[config.mk]
export PLATFORM = sky130hd
export DESIGN_NAME = lms_system_identification
export DESIGN_NICKNAME = d
export VERILOG_FILES = /design/src/rtl/lmssi_pkg.sv /design/src/rtl/lms_system_identification.sv
export SDC_FILE = /design/constraint.sdc
export NUM_CORES = 2
export LEC_CHECK = 0
export BUFFER_PORTS_ARGS = -buffer_cell sky130_fd_sc_hd__buf_2
export CAP_MARGIN = 20
export CORE_MARGIN = 1.5
export CORE_UTILIZATION = 60
export CTS_CLUSTER_DIAMETER = 60
export CTS_CLUSTER_SIZE = 40
export DETAILED_ROUTE_END_ITERATION = 10
export GPL_TIMING_DRIVEN = 0
export HOLD_SLACK_MARGIN = 0.02
export PLACE_DENSITY_LB_ADDON = 0.12
export SLEW_MARGIN = 5
export SYNTH_ARGS = -nofsm -noshare
export SYNTH_HDL_FRONTEND = slang
export SYNTH_SLANG_ARGS = --single-unit
[constraint.sdc]
create_clock -name clk -period 19.24 [get_ports clk]
set_clock_uncertainty 0.05 [all_clocks]
set_input_delay 3.848 -clock clk [delete_from_list [all_inputs] [get_ports clk]]
set_output_delay 3.848 -clock clk [all_outputs]
set_load 0.05 [all_outputs]
[src/rtl/lmssi_pkg.sv]
// ----------------------------------------------------------------------------
// lmssi_pkg
// Shared types and constants for the four-tap LMS system identification block.
// ----------------------------------------------------------------------------
package lmssi_pkg;

  localparam int TAPS       = 4;
  localparam int TAP_W      = (TAPS > 1) ? $clog2(TAPS) : 1;
  localparam int NUM_COEF   = 4;
  localparam int COEF_IW    = $clog2(NUM_COEF);
  localparam int SAMPLE_W   = 16;
  localparam int WEIGHT_W   = 32;
  localparam int CFG_IDX_W  = 3;
  localparam int CFG_DATA_W = 16;

  localparam logic [CFG_IDX_W-1:0]  REG_STEP_SIZE = CFG_IDX_W'(NUM_COEF);
  localparam logic [CFG_DATA_W-1:0] STEP_RESET    = 16'sd1000;

  typedef enum logic [6:0] {
    S_IDLE = 7'b0000001,
    S_MAC  = 7'b0000010,
    S_ERR  = 7'b0000100,
    S_MU   = 7'b0001000,
    S_MUW  = 7'b0010000,
    S_UPD  = 7'b0100000,
    S_FIN  = 7'b1000000
  } state_t;

  typedef enum logic [1:0] {
    K_NONE = 2'd0,
    K_ADD  = 2'd1,
    K_SUB  = 2'd2,
    K_WUPD = 2'd3
  } prod_kind_t;

endpackage

[src/rtl/lms_system_identification.sv]
// ----------------------------------------------------------------------------
// lms_system_identification
// Four-tap fixed-point LMS system identification on one shared 16x16 multiplier.
// ----------------------------------------------------------------------------
//  channel  | dir | signals                          | payload
//  ---------+-----+----------------------------------+------------------------
//  in       | in  | in_tvalid, in_tready, in_tdata   | in_sample  [15:0]
//  out      | out | out_tvalid, out_tready, out_tdata| error_out  [15:0]
//  cfg      | in  | cfg_we, cfg_index, cfg_wdata     | 0..3 plant coefs, 4 step
//
//  A new sample is taken only in idle, after the previous one has gone through
//  every state; the block does not work on two samples at once.
//  Every multiply goes through the single registered multiplier: 2*TAPS
//  filter products, one step product, TAPS weight updates.
//  rst_n is synchronous, active low: weights, delay line and coefficients
//  clear, step size returns to 1000.
//  A new sample is taken while a result waits; the final step holds until the
//  output register is free.
// ----------------------------------------------------------------------------
module lms_system_identification (
  input  logic                                 clk,
  input  logic                                 rst_n,
  input  logic                                 in_tvalid,
  output logic                                 in_tready,
  input  logic [15:0]                          in_tdata,   // [15:0] in_sample
  output logic                                 out_tvalid,
  input  logic                                 out_tready,
  output logic [15:0]                          out_tdata,  // [15:0] error_out
  input  logic                                 cfg_we,
  input  logic [lmssi_pkg::CFG_IDX_W-1:0]      cfg_index,
  input  logic [lmssi_pkg::CFG_DATA_W-1:0]     cfg_wdata
);

  localparam int TAPS = lmssi_pkg::TAPS;
  localparam int TW   = lmssi_pkg::TAP_W;
  localparam int SW   = lmssi_pkg::SAMPLE_W;
  localparam int WW   = lmssi_pkg::WEIGHT_W;

  lmssi_pkg::state_t     state_r, state_nxt;
  logic [TW-1:0]         tidx_r, tidx_nxt;
  logic                  est_r, est_nxt;

  logic [SW-1:0]         coef_r [lmssi_pkg::NUM_COEF];
  logic [SW-1:0]         step_r;
  logic [SW-1:0]         taps_r [TAPS];
  logic [WW-1:0]         weights_r [TAPS];

  logic signed [SW-1:0]  mul_a, mul_b;
  logic signed [WW-1:0]  prod_r;
  logic                  issue;
  lmssi_pkg::prod_kind_t kind_nxt, kind_r;
  logic [TW-1:0]         pidx_r;

  logic [WW-1:0]         acc_r;
  logic [SW-1:0]         err_r;
  logic [SW-1:0]         mu_r;

  logic                  out_tvalid_r;
  logic [SW-1:0]         out_tdata_r;
  logic                  out_free;
  logic                  tidx_last;

  assign in_tready  = (state_r == lmssi_pkg::S_IDLE);
  assign out_tvalid = out_tvalid_r;
  assign out_tdata  = out_tdata_r;
  assign out_free   = !out_tvalid_r || out_tready;
  assign tidx_last  = (tidx_r == TW'(TAPS - 1));

  // sequencer
  always_comb begin
    state_nxt = state_r;
    tidx_nxt  = tidx_r;
    est_nxt   = est_r;
    case (state_r)
      lmssi_pkg::S_IDLE: begin
        tidx_nxt = '0;
        est_nxt  = 1'b0;
        if (in_tvalid) begin
          state_nxt = lmssi_pkg::S_MAC;
        end
      end
      lmssi_pkg::S_MAC: begin
        if (tidx_last) begin
          tidx_nxt = '0;
          est_nxt  = 1'b1;
          if (est_r) begin
            state_nxt = lmssi_pkg::S_ERR;
          end
        end else begin
          tidx_nxt = tidx_r + 1'b1;
        end
      end
      lmssi_pkg::S_ERR: state_nxt = lmssi_pkg::S_MU;
      lmssi_pkg::S_MU:  state_nxt = lmssi_pkg::S_MUW;
      lmssi_pkg::S_MUW: state_nxt = lmssi_pkg::S_UPD;
      lmssi_pkg::S_UPD: begin
        if (tidx_last) begin
          state_nxt = lmssi_pkg::S_FIN;
        end else begin
          tidx_nxt = tidx_r + 1'b1;
        end
      end
      lmssi_pkg::S_FIN: begin
        if (out_free) begin
          state_nxt = lmssi_pkg::S_IDLE;
        end
      end
      default: state_nxt = lmssi_pkg::S_IDLE;
    endcase
  end

  // shared multiplier operand select
  always_comb begin
    mul_a    = '0;
    mul_b    = '0;
    issue    = 1'b0;
    kind_nxt = lmssi_pkg::K_NONE;
    case (state_r)
      lmssi_pkg::S_MAC: begin
        issue = 1'b1;
        mul_a = $signed(taps_r[tidx_r]);
        if (est_r) begin
          mul_b    = $signed(weights_r[tidx_r][WW-1 -: SW]);
          kind_nxt = lmssi_pkg::K_SUB;
        end else begin
          mul_b    = $signed(coef_r[lmssi_pkg::COEF_IW'(tidx_r)]);
          kind_nxt = lmssi_pkg::K_ADD;
        end
      end
      lmssi_pkg::S_MU: begin
        issue = 1'b1;
        mul_a = $signed(step_r);
        mul_b = $signed(acc_r[WW-1 -: SW]);
      end
      lmssi_pkg::S_UPD: begin
        issue    = 1'b1;
        mul_a    = $signed(mu_r);
        mul_b    = $signed(taps_r[tidx_r]);
        kind_nxt = lmssi_pkg::K_WUPD;
      end
      default: begin
        issue = 1'b0;
      end
    endcase
  end

  always_ff @(posedge clk) begin
    prod_r <= mul_a * mul_b;
    pidx_r <= tidx_r;
    if (!rst_n) begin
      state_r <= lmssi_pkg::S_IDLE;
      tidx_r  <= '0;
      est_r   <= 1'b0;
      kind_r  <= lmssi_pkg::K_NONE;
    end else begin
      state_r <= state_nxt;
      tidx_r  <= tidx_nxt;
      est_r   <= est_nxt;
      kind_r  <= issue ? kind_nxt : lmssi_pkg::K_NONE;
    end
  end

  // accumulator, error and scaled error
  always_ff @(posedge clk) begin
    if (state_r == lmssi_pkg::S_IDLE) begin
      acc_r <= '0;
    end else if (kind_r == lmssi_pkg::K_ADD) begin
      acc_r <= acc_r + $unsigned(prod_r);
    end else if (kind_r == lmssi_pkg::K_SUB) begin
      acc_r <= acc_r - $unsigned(prod_r);
    end
    if (state_r == lmssi_pkg::S_MU) begin
      err_r <= acc_r[WW-1 -: SW];
    end
    if (state_r == lmssi_pkg::S_MUW) begin
      mu_r <= prod_r[WW-1 -: SW];
    end
  end

  // configuration, weights and delay line
  always_ff @(posedge clk) begin
    if (!rst_n) begin
      for (int n = 0; n < lmssi_pkg::NUM_COEF; n++) begin
        coef_r[n] <= '0;
      end
      for (int n = 0; n < TAPS; n++) begin
        taps_r[n]    <= '0;
        weights_r[n] <= '0;
      end
      step_r <= lmssi_pkg::STEP_RESET;
    end else begin
      if (cfg_we) begin
        if (cfg_index < lmssi_pkg::REG_STEP_SIZE) begin
          coef_r[lmssi_pkg::COEF_IW'(cfg_index)] <= cfg_wdata;
        end else if (cfg_index == lmssi_pkg::REG_STEP_SIZE) begin
          step_r <= cfg_wdata;
        end
      end
      if (kind_r == lmssi_pkg::K_WUPD) begin
        weights_r[pidx_r] <= weights_r[pidx_r] + $unsigned(prod_r);
      end
      if (in_tvalid && in_tready) begin
        taps_r[0] <= in_tdata;
      end else if (state_r == lmssi_pkg::S_FIN && out_free) begin
        for (int n = 1; n < TAPS; n++) begin
          taps_r[n] <= taps_r[n-1];
        end
      end
    end
  end

  // output register
  always_ff @(posedge clk) begin
    if (!rst_n) begin
      out_tvalid_r <= 1'b0;
    end else if (state_r == lmssi_pkg::S_FIN && out_free) begin
      out_tvalid_r <= 1'b1;
    end else if (out_tready) begin
      out_tvalid_r <= 1'b0;
    end
    if (state_r == lmssi_pkg::S_FIN && out_free) begin
      out_tdata_r <= err_r;
    end
  end

endmodule

==> flow_metrics.env <==
export IMPL_port_buffers=57
export IMPL_finalSetupTns_ns=0
export IMPL_cts_tree="built"
export IMPL_drv_slew=0
export IMPL_cp_max_fo=10
export IMPL_rrSetupSlack_ns=8.71
export IMPL_die_y_um=227.1
export IMPL_ys_ff_latch=401
export IMPL_setup_worst_path_class="register to register"
export IMPL_io_pins=58
export IMPL_synth_commonest_cells="inv_1, nor2_1, edfxtp_1"
export IMPL_antenna_found_initial=3
export IMPL_gp_congestion=1.048
export IMPL_rows=81
export IMPL_die_w_um=227.1
export IMPL_synth_simple_gate_area_share_pct=14.89
export IMPL_synth_cell_types=73
export IMPL_worstReg2RegEnd="prod_r[30]$_DFF_P_"
export IMPL_num_vias=22550
export IMPL_fill_cells=3923
export IMPL_area_growth_pct=9.195
export IMPL_tightest_slew_ns=1.423
export IMPL_fin_nets=3432
export IMPL_start_util_pct=61.17
export IMPL_grt_ovfl_total=0
export IMPL_dieArea_um2=51570
export IMPL_holdPathEnd="pidx_r[1]$_DFF_P_"
export IMPL_synthFlopType="edfxtp_1"
export IMPL_postSynthCellCount=2870
export IMPL_avgRoutedWirePerCell_um=23.35
export IMPL_ctsHoldBuffers=0
export IMPL_rsz0062_at_grt="no"
export IMPL_clk_latency_ns=0.65
export IMPL_vdd_ir_drop_max_v=0.00007842
export IMPL_yosysWarnings=0
export IMPL_worstPathArrival_ns=10.97
export IMPL_routed_wl_mm=85.71
export IMPL_grt_pass1_wl_mm=132.9
export IMPL_drv_cap=0
export IMPL_ant_nets=0
export IMPL_root_buffer="clkbuf_16"
export IMPL_firstDrtPassIters=9
export IMPL_min_from="tidx_r[1]$_SDFFE_PN0N_"
export IMPL_cts_resized=0
export IMPL_grt_total_usage_pct=34.49
export IMPL_dp_hpwl_mm=67.62
export IMPL_dpl_worst_slack_ns=9.032
export IMPL_worst_setup_path_start_kind="register"
export IMPL_setup_ws_ns=8.712
export IMPL_internal_power_w=0.001430
export IMPL_switchingPower_w=0.0006389
export IMPL_min_period_ns=10.53
export IMPL_post_cts_buffers=0
export IMPL_critPathRequiredTime_ns=19.69
export IMPL_cp_end_kind="register"
export IMPL_clock_sink_count=401
export IMPL_core_area_um2=49250
export IMPL_synth_top_area_cell="edfxtp_1"
export IMPL_async_reset_ff_share_pct=0
export IMPL_synth_adder_area_share_pct=23.69
export IMPL_clk_pin_slew_ns=0.10
export IMPL_synthMuxAreaShare_pct=6.616
export IMPL_slew_headroom_pct=5.105
export IMPL_yosysMostFrequentCell="inv_1"
export IMPL_netlist_area_leader_share_pct=30.30
export IMPL_hold_viol_final=0
export IMPL_status="finished clean"
export IMPL_htreeDepth=1
export IMPL_p_seq_share_pct=47.7
export IMPL_multi_input_area_um2=17220
export IMPL_combPwrFrac_pct=13.8
export IMPL_synth_seq_area_share_pct=36.75
export IMPL_r2r_cells=25
export IMPL_fin_crit_sh_pct=54.72
export IMPL_min_path_cells=0
export IMPL_synth_area_um2=30130
export IMPL_viasPerCell=6.144
export IMPL_cts_buffers=31
export IMPL_synth_edf_count=304
export IMPL_fmax_mhz=94.98
export IMPL_synth_compound_area_share_pct=8.784
export IMPL_clk_path_buf_depth=3
export IMPL_hp_class="register to register"
export IMPL_synth_top_family_by_area="adder cells"
export IMPL_seq_area_um2=11070
export IMPL_leakagePower_nw=14.68
export IMPL_final_layout_size_suffix_gt1_share_pct=8.885
export IMPL_yosys_top_cells_area="edfxtp_1, fa_1, dfxtp_1, ha_1, mux4_2"
export IMPL_syn_nets=3322
export IMPL_swShare_pct=30.89
export IMPL_setup_violations_final=0
export IMPL_grt_max_degree=35
export IMPL_first_iter_violations=2310
export IMPL_drc=0
export IMPL_grt_pass1_vias=23020
export IMPL_p_clk_share_pct=38.6
export IMPL_syn_avg_cell_area_um2=10.50
export IMPL_powerDensity_nw_per_um2=62.88
export IMPL_synthXorXnorAreaFrac_pct=3.052
critical path, stage by stage (launching register included):
cell	delay [ns]
dfxtp_1	0.37
clkbuf_1	0.64
clkbuf_1	0.84
mux4_2	0.40
mux2i_1	0.22
o21ai_0	1.05
clkbuf_1	0.66
nand2_1	0.18
fa_1	0.57
inv_1	0.08
fa_1	0.51
inv_1	0.06
fa_1	0.54
inv_1	0.06
fa_1	0.48
fa_1	0.51
inv_1	0.06
fa_1	0.54
inv_1	0.07
ha_1	0.33
and4_1	0.24
a32oi_1	0.43
nor4_1	0.13
nor4b_1	0.65
o31ai_1	0.26
o311ai_0	0.44
worst max-delay path by stage:
stage,start,end,slack (ns),cells after the start
2_1_floorplan,register,prod_r[30]$_DFF_P_,11.64,26
3_3_place_gp,register,prod_r[30]$_DFF_P_,8.83,25
3_5_place_dp,register,prod_r[30]$_DFF_P_,9.03,25
4_1_cts,register,prod_r[30]$_DFF_P_,8.88,27
5_1_grt,register,prod_r[30]$_DFF_P_,8.56,26
6_report,register,prod_r[30]$_DFF_P_,8.71,25
cell families after synthesis:
family,after synthesis
AND/OR/NAND/NOR,962
buffers and inverters,498
adder cells (fa/ha/maj),412
flip-flops,401
AO/OA/AOI/OAI,393
XOR/XNOR,105
multiplexers,99
metal layers:
| metal | track usage [%] | routed length, µm | part of all wire [%] | vias up |
|---|---|---|---|---|
| li1 | - | - | - | 10010 |
| met1 | 45.03 | 32790 | 38 | 11120 |
| met2 | 56.85 | 40760 | 48 | 1175 |
| met3 | 6.544 | 8157 | 9.5 | 241 |
| met4 | 14.38 | 3998 | 4.7 | 0 |
| met5 | 0 | 0 | 0 | - |
sequential cells by signal, indices dropped and copies added (netlist names), named ones only:
signal and cells:
prod_r 32, pidx_r 2, weights_r 128, coef_r 64
mu_r 16, acc_r 32, taps_r 64, err_r 16
step_r 16, kind_r 2, out_tdata 16, state_r 7
tidx_r 2, est_r 1, out_tvalid 1
cell type report:
type                            count  area share, %
Clock inverter                     27          1.867
Clock buffer                       31          2.358
Timing Repair Buffer               77          1.556
Buffer                            133          1.533
Inverter                          365          4.165
Tap cell                          664          2.525
Antenna cell                        2        0.01521
Sequential cell                   401          33.65
Multi-Input combinational cell   1971          52.33
power by group through the flow:
stage	Clock [W]	Combinational, W	Sequential [W]
floorplan	0	0.000189	0.000995
global placement	0	0.000268	0.00100
detailed placement	0	0.000277	0.00100
CTS	0.000805	0.000279	0.000985
global route	0.000838	0.000306	0.000988
finish	0.000798	0.000285	0.000986
per-stage QoR:
stage	instances	area [µm²]	hold slack [ns]	utilization, %	power [W]
4_1_cts	3666	32860	0.3339	66.72	0.002068
3_5_place_dp	3608	31470	0.3176	63.90	0.001281
5_1_grt	3669	32890	0.3505	66.78	0.002132
3_3_place_gp	3591	31240	0.3204	63.43	0.001271
6_report	3671	32900	0.3363	66.79	0.002068
2_1_floorplan	2870	30130	0.3045	-	0.001184
placed cells by master (no fill, tap or decap), types with 16 or more instances in the layout:
| cell type | n |
|---|---|
| xnor2_1 | 61 |
| clkbuf_1 | 115 |
| buf_2 | 69 |
| nand3_1 | 47 |
| xor2_1 | 44 |
| nand4_1 | 16 |
| nand2_1 | 260 |
| clkbuf_16 | 31 |
| and3_1 | 74 |
| or2_2 | 24 |
| inv_1 | 364 |
| a31oi_1 | 16 |
| a22oi_1 | 17 |
| a21oi_1 | 112 |
| a21boi_0 | 18 |
| o21a_1 | 17 |
| o21ai_0 | 41 |
| mux4_2 | 80 |
| and2_1 | 47 |
| nor2_1 | 355 |
| edfxtp_1 | 304 |
| nor3_1 | 33 |
| fa_1 | 264 |
| ha_1 | 148 |
| dfxtp_1 | 97 |
| nand2b_1 | 33 |
| a21o_1 | 61 |
| mux2i_1 | 18 |
Note: power is estimated with default switching activity, not from simulation.
